$ cat src/lamp_dither_blink_driver_top_defines.svh
// ----------------------------------------------------------------------------
// lamp dither/blink driver assertion macros
// shared assertion forms, clocked on clk and disabled while arst_n is low
// ----------------------------------------------------------------------------
`ifndef LAMP_DITHER_BLINK_DRIVER_TOP_DEFINES_SVH
`define LAMP_DITHER_BLINK_DRIVER_TOP_DEFINES_SVH

// condition implies consequence in the same cycle
`define LDBD_ASSERT_NOW(lbl, ante, cons, msg) \
	lbl: assert property (@(posedge clk) disable iff (!arst_n) (ante) |-> (cons)) \
		else $error(msg);

// condition implies consequence in the next cycle
`define LDBD_ASSERT_NEXT(lbl, ante, cons, msg) \
	lbl: assert property (@(posedge clk) disable iff (!arst_n) (ante) |=> (cons)) \
		else $error(msg);

`endif

$ cat src/ldbd_pkg.sv
// ----------------------------------------------------------------------------
// ldbd_pkg
// shared types, codes and the brightness dither table of the lamp driver
// ----------------------------------------------------------------------------
package ldbd_pkg;

	localparam int CFG_IDX_W  = 2;
	localparam int CFG_DATA_W = 4;

	// configuration register indexes
	localparam logic [CFG_IDX_W-1:0] CFG_ENABLE    = 2'd0;
	localparam logic [CFG_IDX_W-1:0] CFG_VALID_WNG = 2'd1;
	localparam logic [CFG_IDX_W-1:0] CFG_HIGH_WNG  = 2'd2;

	typedef enum logic [3:0] {
		ACT_TICK       = 4'd0,
		ACT_ROT_LEFT   = 4'd1,
		ACT_ROT_RIGHT  = 4'd2,
		ACT_ON         = 4'd3,
		ACT_OFF        = 4'd4,
		ACT_BLINK_SLOW = 4'd5,
		ACT_BLINK_FAST = 4'd6,
		ACT_BLINK_OFF  = 4'd7,
		ACT_SET_ON_OFF = 4'd8,
		ACT_COMBINED   = 4'd9,
		ACT_BRIGHTNESS = 4'd10
	} action_t;

	typedef enum logic [2:0] {
		ST_IDLE,
		ST_READ,
		ST_DRAIN,
		ST_FINISH,
		ST_FILL
	} state_t;

	typedef enum logic [2:0] {
		OP_TICK,
		OP_ROT_L,
		OP_ROT_R,
		OP_FILL,
		OP_SETALL
	} op_t;

	localparam logic [31:0] LEVEL_TABLE [0:31] = '{
		32'h00000000, 32'h00010001, 32'h00010101, 32'h01010101,
		32'h01010111, 32'h01110111, 32'h01111111, 32'h11111111,
		32'h11111115, 32'h11151115, 32'h11151515, 32'h15151515,
		32'h15151555, 32'h15551555, 32'h15555555, 32'h55555555,
		32'h55555557, 32'h55575557, 32'h55575757, 32'h57575757,
		32'h57575777, 32'h57775777, 32'h57777777, 32'h77777777,
		32'h7777777f, 32'h777f777f, 32'h777f7f7f, 32'h7f7f7f7f,
		32'h7f7f7fff, 32'h7fff7fff, 32'h7fffffff, 32'hffffffff
	};

endpackage

$ cat src/ldbd_if.sv
// ----------------------------------------------------------------------------
// ldbd channel interfaces
// command channel and result channel of the lamp driver, valid/ready
// ----------------------------------------------------------------------------
interface ldbd_cmd_if;
	logic        valid;
	logic        ready;
	logic [3:0]  action;
	logic [31:0] lamp_mask;
	logic        slow_phase_on;
	logic        fast_phase_on;
	logic        set_on;
	logic        set_blink_slow;
	logic        set_blink_fast;
	logic [4:0]  lamp_index;
	logic [7:0]  brightness;

	modport source (
		output valid, action, lamp_mask, slow_phase_on, fast_phase_on, set_on,
			set_blink_slow, set_blink_fast, lamp_index, brightness,
		input  ready
	);
	modport sink (
		input  valid, action, lamp_mask, slow_phase_on, fast_phase_on, set_on,
			set_blink_slow, set_blink_fast, lamp_index, brightness,
		output ready
	);
endinterface

interface ldbd_res_if;
	logic        valid;
	logic        ready;
	logic [31:0] drive_value;
	logic [31:0] update_mask;

	modport source (output valid, drive_value, update_mask, input ready);
	modport sink (input valid, drive_value, update_mask, output ready);
endinterface

$ cat src/lamp_dither_blink_driver_top.sv
// ----------------------------------------------------------------------------
// lamp_dither_blink_driver_top
// dither/blink driver for up to 32 lamps in 8-lamp wings; dither patterns
// live in a one-port-write, one-port-read synchronous memory
// ----------------------------------------------------------------------------
//  channel | dir | handshake       | beat contents
//  cmd     | in  | valid/ready     | action, lamp_mask, phases, set bits, index, level
//  res     | out | valid/ready     | drive_value, update_mask (enabled ticks only)
//  cfg     | in  | cfg_we, no wait | cfg_index selects enable / valid / high-side mask
//
//  tick and rotations: accept, one memory read per lamp, drain of the read
//  register, finish; on, off, blink slow/fast, set on/off and combined set:
//  accept, then a write walk over the pattern memory
//  blink off and brightness write: taken in idle, no walk
//  reset takes effect at once: per-entry valid bits make unwritten patterns read zero
//  a finished tick waits in its finish state while a full result is not taken;
//  other commands are taken while a result waits
// ----------------------------------------------------------------------------
`include "lamp_dither_blink_driver_top_defines.svh"

module lamp_dither_blink_driver_top #(
	parameter int NUM_LAMPS = 32,
	parameter int NUM_WINGS = 4
) (
	input  logic                            clk,
	input  logic                            arst_n,
	ldbd_cmd_if.sink                        cmd,
	ldbd_res_if.source                      res,
	input  logic                            cfg_we,
	input  logic [ldbd_pkg::CFG_IDX_W-1:0]  cfg_index,
	input  logic [ldbd_pkg::CFG_DATA_W-1:0] cfg_data
);

	localparam int IDX_W = $clog2(NUM_LAMPS);

	// configuration
	logic       enable_q;
	logic [3:0] valid_wing_q;
	logic [3:0] high_wing_q;

	// sequencer
	ldbd_pkg::state_t    state_q, state_d;
	ldbd_pkg::op_t       op_q, op_d;
	ldbd_pkg::action_t   act;
	logic [IDX_W-1:0]    cnt_q;
	logic                cnt_last;
	logic                accept;
	logic                walk_go;
	logic                rd_en;
	logic                res_free;
	logic                res_load;

	// stored item
	logic [NUM_LAMPS-1:0] sel_q;
	logic [NUM_LAMPS-1:0] sel_in;
	logic                 fill_ones_q;
	logic                 slow_ph_q;
	logic                 fast_ph_q;

	// lamp state
	logic [NUM_LAMPS-1:0] slow_bits_q;
	logic [NUM_LAMPS-1:0] fast_bits_q;
	logic [4:0]           phase_q;
	logic [NUM_LAMPS-1:0] lamps_q;

	// pattern memory and its read stage
	logic [31:0]          mem [NUM_LAMPS];
	logic [NUM_LAMPS-1:0] vld_q;
	logic [31:0]          rdata_s1;
	logic                 rvld_s1;
	logic                 rd_en_s1;
	logic [IDX_W-1:0]     idx_s1;
	logic [31:0]          rdata_eff;
	logic                 mem_we;
	logic [IDX_W-1:0]     mem_wa;
	logic [31:0]          mem_wd;

	// rotation bookkeeping
	logic                 rot_op;
	logic                 rot_step;
	logic                 seen_q;
	logic [31:0]          held_q;
	logic [IDX_W-1:0]     rot_idx_q;

	// result
	logic                 res_valid_q;
	logic [31:0]          drive_q;
	logic [31:0]          upd_q;
	logic [NUM_LAMPS-1:0] lamps_all;
	logic [31:0]          lamps32;
	logic [31:0]          drive_d;
	logic [31:0]          upd_d;

	assign act       = ldbd_pkg::action_t'(cmd.action);
	assign sel_in    = cmd.lamp_mask[NUM_LAMPS-1:0];
	assign cnt_last  = (cnt_q == IDX_W'(NUM_LAMPS - 1));
	assign accept    = cmd.valid && cmd.ready;
	assign res_free  = !res_valid_q || res.ready;
	assign rdata_eff = rvld_s1 ? rdata_s1 : 32'h0;
	assign rot_op    = (op_q == ldbd_pkg::OP_ROT_L) || (op_q == ldbd_pkg::OP_ROT_R);
	assign rot_step  = rd_en_s1 && rot_op && sel_q[idx_s1];

	// ------------------------------------------------------------------------
	// configuration writes
	// ------------------------------------------------------------------------
	always_ff @(posedge clk or negedge arst_n) begin
		if (!arst_n) begin
			enable_q     <= 1'b0;
			valid_wing_q <= 4'h0;
			high_wing_q  <= 4'h0;
		end else if (cfg_we) begin
			case (cfg_index)
				ldbd_pkg::CFG_ENABLE:    enable_q     <= cfg_data[0];
				ldbd_pkg::CFG_VALID_WNG: valid_wing_q <= cfg_data[3:0];
				ldbd_pkg::CFG_HIGH_WNG:  high_wing_q  <= cfg_data[3:0];
				default: ;
			endcase
		end
	end

	// ------------------------------------------------------------------------
	// sequencer: decode in idle, walk the lamps, read walks drain and finish
	// ------------------------------------------------------------------------
	always_comb begin
		state_d   = state_q;
		op_d      = op_q;
		cmd.ready = 1'b0;
		walk_go   = 1'b0;
		rd_en     = 1'b0;
		res_load  = 1'b0;
		case (state_q)
			ldbd_pkg::ST_IDLE: begin
				cmd.ready = 1'b1;
				if (cmd.valid) begin
					case (act)
						ldbd_pkg::ACT_TICK: begin
							if (enable_q) begin
								op_d    = ldbd_pkg::OP_TICK;
								state_d = ldbd_pkg::ST_READ;
								walk_go = 1'b1;
							end
						end
						ldbd_pkg::ACT_ROT_LEFT: begin
							op_d    = ldbd_pkg::OP_ROT_L;
							state_d = ldbd_pkg::ST_READ;
							walk_go = 1'b1;
						end
						ldbd_pkg::ACT_ROT_RIGHT: begin
							op_d    = ldbd_pkg::OP_ROT_R;
							state_d = ldbd_pkg::ST_READ;
							walk_go = 1'b1;
						end
						ldbd_pkg::ACT_ON, ldbd_pkg::ACT_OFF, ldbd_pkg::ACT_BLINK_SLOW,
						ldbd_pkg::ACT_BLINK_FAST, ldbd_pkg::ACT_COMBINED: begin
							op_d    = ldbd_pkg::OP_FILL;
							state_d = ldbd_pkg::ST_FILL;
							walk_go = 1'b1;
						end
						ldbd_pkg::ACT_SET_ON_OFF: begin
							op_d    = ldbd_pkg::OP_SETALL;
							state_d = ldbd_pkg::ST_FILL;
							walk_go = 1'b1;
						end
						default: ;
					endcase
				end
			end
			ldbd_pkg::ST_READ: begin
				rd_en = 1'b1;
				if (cnt_last) begin
					state_d = ldbd_pkg::ST_DRAIN;
				end
			end
			ldbd_pkg::ST_DRAIN: begin
				state_d = ldbd_pkg::ST_FINISH;
			end
			ldbd_pkg::ST_FINISH: begin
				if (op_q != ldbd_pkg::OP_TICK) begin
					state_d = ldbd_pkg::ST_IDLE;
				end else if (res_free) begin
					res_load = 1'b1;
					state_d  = ldbd_pkg::ST_IDLE;
				end
			end
			ldbd_pkg::ST_FILL: begin
				if (cnt_last) begin
					state_d = ldbd_pkg::ST_IDLE;
				end
			end
			default: begin
				state_d = ldbd_pkg::ST_IDLE;
			end
		endcase
	end

	always_ff @(posedge clk or negedge arst_n) begin
		if (!arst_n) begin
			state_q <= ldbd_pkg::ST_IDLE;
			op_q    <= ldbd_pkg::OP_TICK;
			cnt_q   <= '0;
		end else begin
			state_q <= state_d;
			op_q    <= op_d;
			if (walk_go) begin
				cnt_q <= '0;
			end else if (state_q == ldbd_pkg::ST_READ || state_q == ldbd_pkg::ST_FILL) begin
				cnt_q <= cnt_q + 1'b1;
			end
		end
	end

	// item fields kept for the walk
	always_ff @(posedge clk) begin
		if (accept) begin
			sel_q       <= sel_in;
			slow_ph_q   <= cmd.slow_phase_on;
			fast_ph_q   <= cmd.fast_phase_on;
			// combined set with a blink request clears the pattern
			fill_ones_q <= (act == ldbd_pkg::ACT_ON) ||
				((act == ldbd_pkg::ACT_COMBINED) && cmd.set_on &&
				 !cmd.set_blink_slow && !cmd.set_blink_fast);
		end
	end

	// ------------------------------------------------------------------------
	// blink bitfields and pattern phase
	// ------------------------------------------------------------------------
	always_ff @(posedge clk or negedge arst_n) begin
		if (!arst_n) begin
			slow_bits_q <= '1;
			fast_bits_q <= '0;
			phase_q     <= 5'd0;
		end else begin
			if (accept) begin
				case (act)
					ldbd_pkg::ACT_BLINK_SLOW: begin
						slow_bits_q <= slow_bits_q | sel_in;
						fast_bits_q <= fast_bits_q & ~sel_in;
					end
					ldbd_pkg::ACT_BLINK_FAST: begin
						fast_bits_q <= fast_bits_q | sel_in;
						slow_bits_q <= slow_bits_q & ~sel_in;
					end
					ldbd_pkg::ACT_BLINK_OFF: begin
						slow_bits_q <= slow_bits_q & ~sel_in;
						fast_bits_q <= fast_bits_q & ~sel_in;
					end
					ldbd_pkg::ACT_SET_ON_OFF: begin
						slow_bits_q <= '0;
						fast_bits_q <= '0;
					end
					ldbd_pkg::ACT_COMBINED: begin
						if (cmd.set_blink_slow) begin
							slow_bits_q <= slow_bits_q | sel_in;
							fast_bits_q <= fast_bits_q & ~sel_in;
						end else if (cmd.set_blink_fast) begin
							fast_bits_q <= fast_bits_q | sel_in;
							slow_bits_q <= slow_bits_q & ~sel_in;
						end else begin
							slow_bits_q <= slow_bits_q & ~sel_in;
							fast_bits_q <= fast_bits_q & ~sel_in;
						end
					end
					default: ;
				endcase
			end
			if (res_load) begin
				phase_q <= phase_q + 5'd1;
			end
		end
	end

	// ------------------------------------------------------------------------
	// pattern memory write port
	// ------------------------------------------------------------------------
	always_comb begin
		mem_we = 1'b0;
		mem_wa = '0;
		mem_wd = 32'h0;
		if (accept && act == ldbd_pkg::ACT_BRIGHTNESS &&
		    ({1'b0, cmd.lamp_index} < 6'(NUM_LAMPS))) begin
			// brightness write: top five bits pick the dither pattern
			mem_we = 1'b1;
			mem_wa = cmd.lamp_index[IDX_W-1:0];
			mem_wd = ldbd_pkg::LEVEL_TABLE[cmd.brightness[7:3]];
		end else if (state_q == ldbd_pkg::ST_FILL) begin
			mem_wa = cnt_q;
			if (op_q == ldbd_pkg::OP_SETALL) begin
				mem_we = 1'b1;
				mem_wd = {32{sel_q[cnt_q]}};
			end else begin
				mem_we = sel_q[cnt_q];
				mem_wd = {32{fill_ones_q}};
			end
		end else if (rot_step && seen_q) begin
			mem_we = 1'b1;
			if (op_q == ldbd_pkg::OP_ROT_L) begin
				// pattern moves down to the previous selected lamp
				mem_wa = rot_idx_q;
				mem_wd = rdata_eff;
			end else begin
				// previous selected lamp's pattern moves up to this one
				mem_wa = idx_s1;
				mem_wd = held_q;
			end
		end else if (state_q == ldbd_pkg::ST_FINISH && rot_op && seen_q) begin
			// wrap: held pattern closes the ring
			mem_we = 1'b1;
			mem_wa = rot_idx_q;
			mem_wd = held_q;
		end
	end

	always_ff @(posedge clk) begin
		if (mem_we) begin
			mem[mem_wa] <= mem_wd;
		end
		if (rd_en) begin
			rdata_s1 <= mem[cnt_q];
		end
		idx_s1 <= cnt_q;
	end

	always_ff @(posedge clk or negedge arst_n) begin
		if (!arst_n) begin
			vld_q    <= '0;
			rvld_s1  <= 1'b0;
			rd_en_s1 <= 1'b0;
		end else begin
			if (mem_we) begin
				vld_q[mem_wa] <= 1'b1;
			end
			rd_en_s1 <= rd_en;
			if (rd_en) begin
				rvld_s1 <= vld_q[cnt_q];
			end
		end
	end

	// ------------------------------------------------------------------------
	// read-side processing: tick lamp bits and rotation carry
	// ------------------------------------------------------------------------
	always_ff @(posedge clk or negedge arst_n) begin
		if (!arst_n) begin
			seen_q <= 1'b0;
		end else if (walk_go) begin
			seen_q <= 1'b0;
		end else if (rot_step) begin
			seen_q <= 1'b1;
		end
	end

	always_ff @(posedge clk) begin
		if (rd_en_s1 && op_q == ldbd_pkg::OP_TICK) begin
			lamps_q[idx_s1] <= rdata_eff[phase_q];
		end
		if (rot_step) begin
			if (op_q == ldbd_pkg::OP_ROT_L) begin
				// keep the lowest pattern, track the last selected lamp
				if (!seen_q) begin
					held_q <= rdata_eff;
				end
				rot_idx_q <= idx_s1;
			end else begin
				// carry this pattern upward, remember the lowest lamp
				held_q <= rdata_eff;
				if (!seen_q) begin
					rot_idx_q <= idx_s1;
				end
			end
		end
	end

	// ------------------------------------------------------------------------
	// result assembly: blink terms, per-wing inversion and update mask
	// ------------------------------------------------------------------------
	always_comb begin
		lamps_all = lamps_q | (slow_bits_q & {NUM_LAMPS{slow_ph_q}}) |
			(fast_bits_q & {NUM_LAMPS{fast_ph_q}});
		lamps32 = 32'(lamps_all);
		drive_d = 32'h0;
		upd_d   = 32'h0;
		for (int w = 0; w < NUM_WINGS; w++) begin
			if (valid_wing_q[w]) begin
				drive_d[8*w +: 8] = lamps32[8*w +: 8] ^ {8{high_wing_q[w]}};
				upd_d[8*w +: 8]   = 8'hff;
			end
		end
	end

	always_ff @(posedge clk or negedge arst_n) begin
		if (!arst_n) begin
			res_valid_q <= 1'b0;
		end else if (res_load) begin
			res_valid_q <= 1'b1;
		end else if (res.ready) begin
			res_valid_q <= 1'b0;
		end
	end

	always_ff @(posedge clk) begin
		if (res_load) begin
			drive_q <= drive_d;
			upd_q   <= upd_d;
		end
	end

	assign res.valid       = res_valid_q;
	assign res.drive_value = drive_q;
	assign res.update_mask = upd_q;

	// ------------------------------------------------------------------------
	// checks
	// ------------------------------------------------------------------------
	`LDBD_ASSERT_NEXT(a_res_only_from_tick, !res_valid_q && !res_load, !res_valid_q, "result appeared without a finished tick")
	`LDBD_ASSERT_NOW(a_idle_write_is_brightness, mem_we && state_q == ldbd_pkg::ST_IDLE, accept && act == ldbd_pkg::ACT_BRIGHTNESS, "memory written in idle by something other than a brightness beat")
	`LDBD_ASSERT_NOW(a_read_stage_in_walk, rd_en_s1, state_q == ldbd_pkg::ST_READ || state_q == ldbd_pkg::ST_DRAIN, "read data stage active outside the read walk")
	`LDBD_ASSERT_NEXT(a_phase_advances, res_load, phase_q == 5'($past(phase_q) + 5'd1), "pattern phase did not advance after a tick")

endmodule
$ cat src/flat_wrapper.sv
// flat-port wrapper written by rule: the top's interface ports become plain ports
module lamp_dither_blink_driver_top_flat 
#(
	parameter int NUM_LAMPS = 32,
	parameter int NUM_WINGS = 4
)
  (clk, arst_n, cfg_we, cfg_index, cfg_data, cmd_valid, cmd_action, cmd_lamp_mask, cmd_slow_phase_on, cmd_fast_phase_on, cmd_set_on, cmd_set_blink_slow, cmd_set_blink_fast, cmd_lamp_index, cmd_brightness, cmd_ready, res_valid, res_drive_value, res_update_mask, res_ready);
  ldbd_cmd_if cmd_i ();
  ldbd_res_if res_i ();
  input  logic clk;
  input  logic arst_n;
  input  logic cfg_we;
  input  logic [ldbd_pkg::CFG_IDX_W-1:0] cfg_index;
  input  logic [ldbd_pkg::CFG_DATA_W-1:0] cfg_data;
  input wire logic [$bits(cmd_i.valid)-1:0] cmd_valid;
  input wire logic [$bits(cmd_i.action)-1:0] cmd_action;
  input wire logic [$bits(cmd_i.lamp_mask)-1:0] cmd_lamp_mask;
  input wire logic [$bits(cmd_i.slow_phase_on)-1:0] cmd_slow_phase_on;
  input wire logic [$bits(cmd_i.fast_phase_on)-1:0] cmd_fast_phase_on;
  input wire logic [$bits(cmd_i.set_on)-1:0] cmd_set_on;
  input wire logic [$bits(cmd_i.set_blink_slow)-1:0] cmd_set_blink_slow;
  input wire logic [$bits(cmd_i.set_blink_fast)-1:0] cmd_set_blink_fast;
  input wire logic [$bits(cmd_i.lamp_index)-1:0] cmd_lamp_index;
  input wire logic [$bits(cmd_i.brightness)-1:0] cmd_brightness;
  output wire logic [$bits(cmd_i.ready)-1:0] cmd_ready;
  output wire logic [$bits(res_i.valid)-1:0] res_valid;
  output wire logic [$bits(res_i.drive_value)-1:0] res_drive_value;
  output wire logic [$bits(res_i.update_mask)-1:0] res_update_mask;
  input wire logic [$bits(res_i.ready)-1:0] res_ready;
  assign cmd_i.valid = cmd_valid;
  assign cmd_i.action = cmd_action;
  assign cmd_i.lamp_mask = cmd_lamp_mask;
  assign cmd_i.slow_phase_on = cmd_slow_phase_on;
  assign cmd_i.fast_phase_on = cmd_fast_phase_on;
  assign cmd_i.set_on = cmd_set_on;
  assign cmd_i.set_blink_slow = cmd_set_blink_slow;
  assign cmd_i.set_blink_fast = cmd_set_blink_fast;
  assign cmd_i.lamp_index = cmd_lamp_index;
  assign cmd_i.brightness = cmd_brightness;
  assign cmd_ready = cmd_i.ready;
  assign res_valid = res_i.valid;
  assign res_drive_value = res_i.drive_value;
  assign res_update_mask = res_i.update_mask;
  assign res_i.ready = res_ready;
  lamp_dither_blink_driver_top #(.NUM_LAMPS(NUM_LAMPS), .NUM_WINGS(NUM_WINGS)) u_core (.clk(clk), .arst_n(arst_n), .cmd(cmd_i), .res(res_i), .cfg_we(cfg_we), .cfg_index(cfg_index), .cfg_data(cfg_data));
endmodule
$ cat config.mk
export PLATFORM = sky130hd
export DESIGN_NAME = lamp_dither_blink_driver_top_flat
export DESIGN_NICKNAME = d
export VERILOG_FILES = /design/src/ldbd_pkg.sv /design/src/ldbd_if.sv /design/src/lamp_dither_blink_driver_top.sv /design/src/flat_wrapper.sv
export VERILOG_INCLUDE_DIRS = /design/src /design/src/src
export SDC_FILE = /design/constraint.sdc
export NUM_CORES = 2
export LEC_CHECK = 0
export BUFFER_PORTS_ARGS = -buffer_cell sky130_fd_sc_hd__buf_2
export CORE_MARGIN = 2
export CORE_UTILIZATION = 67
export DETAILED_ROUTE_END_ITERATION = 8
export PLACE_DENSITY = 0.85
export SYNTH_ARGS = -nofsm -noshare
export SYNTH_HDL_FRONTEND = slang
export SYNTH_SLANG_ARGS = --single-unit
$ cat constraint.sdc
create_clock -name clk -period 11.55 [get_ports clk]
set_clock_uncertainty 0.15 [all_clocks]
set_input_delay 1.155 -clock clk [delete_from_list [all_inputs] [get_ports clk]]
set_output_delay 1.155 -clock clk [all_outputs]
set_load 0.01 [all_outputs]
==> summary.txt <==
Logic synthesis
  • Post-synthesis cell area: around 54000 um2
  • Ys async rst share: 9.43%
  • Warnings from Yosys: 0
  • Count leader, synth: edfxtp_1
  • Synthesized netlist cell count: 2814
  • Most instantiated cells after synthesis: edfxtp_1, mux4_2, a21oi_1
  • Synth Net Count: between 2000 and 3000
  • Top post-synthesis cells by area: edfxtp_1, mux4_2, dfrtp_1, a21oi_1, dfstp_2
  • Area share of the largest cell type after synthesis: 66.8%
  • EDFF count, synth: between 1000 and 1500
  • Top_reg_cell synth: edfxtp_1
  • Yosys reg bits: 1326
  • Dominant cell type by area after synthesis: edfxtp_1
  • Synth Area per Inst: 19.1 um2
  • Seq/Total Area, Yosys: roughly 73%
  • Synth unique cells: 76

Setup path
  • Type of the worst setup path: register to register
  • Critical path arrival: 5.50 ns
  • Cell at the slowest stage of the critical path: o32a_1
  • Required @ worst endpoint: 11.69 ns
  • Worst R2R Path Depth: 10
  • CP delay by family, top: compound AO/OA/AOI/OAI gates
  • Max Fanout on Critical Path: 117
  • CP Cell Sequence: buf_12 -> mux4_2 -> mux2i_1 -> nor2b_1 -> o22a_1 -> nand3_1 -> a21o_1 -> buf_4 -> nand2_1 -> o32a_1
  • CP startpoint kind: register
  • R2r setup slk: 6.19 ns
  • Reg-to-reg endpoint: u_core.mem[14][12]
  • Crit path capture type: register
  • Crit path largest cell delay: 0.84 ns
  • Worst path buffer plus inverter count: 2
  • Worst r2r src: u_core.cnt_q[0]

Route
  • DR iter-0 viols: 5078
  • Antenna Nets Post-Route: 0
  • Post-DR vias/cell: 7.34
  • Vias: 30012
  • Drc violations: 0
  • Routed len/inst: 35.0 um
  • Detailed Route WL: 143000 um
  • DRT Pass-1 Iters: 7

Timing
  • Final Hold Violating Endpoints: 0
  • Min Tclk post-route: 5.36 ns
  • Tcrit/Tclk final: a little under half
  • Hold slack: 0.320 ns
  • Setup TNS: 0 ns
  • Worst Tran Pin Value: 1.42 ns
  • Fmax: 0.187 GHz
  • Slew margin rel.: around 5.3%
  • Final Max Tran Viols: 0
  • RSZ-0062 raised after global routing: false
  • Setup violations, final: 0

Global routing
  • Vias in the first global route: between 30000 and 40000
  • First-pass GRT wire length: 207000 um
  • GR Util All Layers: 35.6%
  • Grt total ovfl: 0
  • Initial antenna violation count: 8
  • Largest net degree at the start of global routing: 167

Final layout
  • Finished Layout Cells: 4089
  • Fraction of layout cells with a size suffix above 1: 29.6%
  • Post-layout util: around three quarters
  • Area Overhead vs Synth: 11.1%
  • Nets: 3003

Placement
  • Port bufs: 127
  • GP Congestion: between 0.8 and 0.9
  • Cell total after placement: about 3900
  • Post-detail-place hpwl: 68400 um

Clock network
  • CTS Sinks: 1326
  • Reg clk slew, reported paths: roughly 0.06 ns
  • Worst-skew pair later-pin latency: 0.77 ns
  • Post-CTS Resized: 0
  • TritonCTS Buffers: 130
  • CTS tree: yes
  • # hold bufs at CTS: 0
  • Root Driver: clkbuf_16
  • Clk buf depth: 3
  • Post-CTS setup repair buffer count: 0
  • H-tree levels: 4

Pwr
  • Maximum vdd drop: 0.222 mV
  • PD cells: roughly 240 nW/um2
  • Leak: 0.0197 uW

Die
  • Die area: 82500 um2
  • Placement Rows: approximately 100
  • I/O Pins: about 130
  • Starting density of the core: 67.8%
  • Die height: 287 um
  • Width of the die: 287 um
  • Core footprint: around 79000 um2

Run
  • Max cap viols: 0

Run status
  • Status: complete, no violations

Worst hold path
  • Worst Hold Class: input pin to asynchronous set/reset pin
[where the power goes]
part,total [uW],switching (uW),internal (uW)
Clock,4100,1840,2260
Sequential,6430,359,6070
Combinational,3520,1970,1550
[layout by cell type (no fill, tap or decap), types with 6 or more instances in the layout]
cell	instances
nand3_1	8
clkbuf_1	22
diode_2	8
mux2i_1	35
clkinv_1	26
o21bai_1	16
o31ai_1	11
nor2_1	127
mux4_2	345
buf_4	59
nor3_2	12
a2bb2oi_2	12
a221oi_1	32
clkinv_2	22
o31ai_2	7
inv_6	8
mux2_2	45
o22ai_1	7
a21o_1	20
dfrtp_1	88
dfstp_2	32
o22a_1	6
a31oi_2	7
and2_1	67
o21ai_0	11
nor3_1	9
nand2_1	152
a21oi_1	167
nor2_4	17
inv_1	23
buf_2	126
edfxtp_1	1196
xnor2_1	36
clkbuf_16	134
nor2b_1	6
[metal layers]
layer,global-route usage (%),up-vias,wire (um)
li1,-,11547,-
met1,44.9,15084,45700
met2,58.5,2730,71500
met3,7.63,645,16400
met4,19.6,6,9390
met5,0,-,44
[flip-flops by register name, indices dropped and copies added, names as in the netlist, 3 cells and up]
signal	flops
u_core.op_q	3
u_core.cnt_q	5
u_core.held_q	32
u_core.rdata_s1	32
u_core.idx_s1	5
u_core.phase_q	5
u_core.slow_bits_q	32
u_core.res.drive_value	32
u_core.fast_bits_q	32
u_core.mem	1024
u_core.rot_idx_q	5
u_core.lamps_q	32
u_core.res.update_mask	4
u_core.state_q	3
u_core.valid_wing_q	4
u_core.high_wing_q	4
u_core.sel_q	32
u_core.vld_q	32
[cell type report]
cell class / instances / area, um2
Fill cell: 4005 / 19500
Clock buffer: 158 / 3460
Clock inverter: 70 / 562
Antenna cell: 8 / 20.0
Multi-Input combinational cell: 1266 / 13900
Tap cell: 1050 / 1310
Inverter: 23 / 86.3
Timing Repair Buffer: 188 / 1130
Sequential cell: 1326 / 39200
[worst max-delay path by stage]
stage / startpoint / to / slack [ns] / cells past startpoint
floorplan: cmd_valid / u_core.mem[0][0] / 5.38 / 10
CTS: u_core.cnt_q[0] / u_core.rdata_s1[19] / 6.11 / 6
global placement: u_core.cnt_q[0] / u_core.rdata_s1[9] / 6.32 / 6
detailed placement: cmd_action[3] / u_core.mem[7][16] / 6.22 / 9
finish: u_core.cnt_q[0] / u_core.mem[14][12] / 6.19 / 10
global route: u_core.cnt_q[0] / u_core.rdata_s1[19] / 5.88 / 6
[metrics by stage]
step	power, uW	cell area (um2)	worst slack, ns
final	14000	59700	6.19
after global routing	14400	59700	5.88
after CTS	14000	59700	6.11
after detailed placement	9810	55600	6.22
after global placement	9630	55600	6.32
after floorplan	8860	53700	5.38
[logic make-up (layout without fill, tap and decap cells)]
logic type | count (synthesis) | in the layout | share of synthesized area, %
compound gates | 337 | 337 | 4.24
xor+xnor | 40 | 40 | 0.652
fa+ha+maj | 3 | 3 | 0.0699
buf+inv | 222 | 439 | 1.89
flops | 1326 | 1326 | 72.9
mux | 425 | 425 | 16.1
other cells | 0 | 8 | 0
simple gates | 461 | 461 | 4.19
[worst reg2reg max path: cells and delay by family, from the launching register on]
kind / cells / cell delay, ns
AOI/OAI and AO/OA: 3 / 1.24
buffers and inverters: 2 / 1.07
DFF: 1 / 0.75
muxes: 2 / 0.76
and+or+nand+nor: 3 / 0.90
No activity file was read; power rests on OpenSTA's default activity.
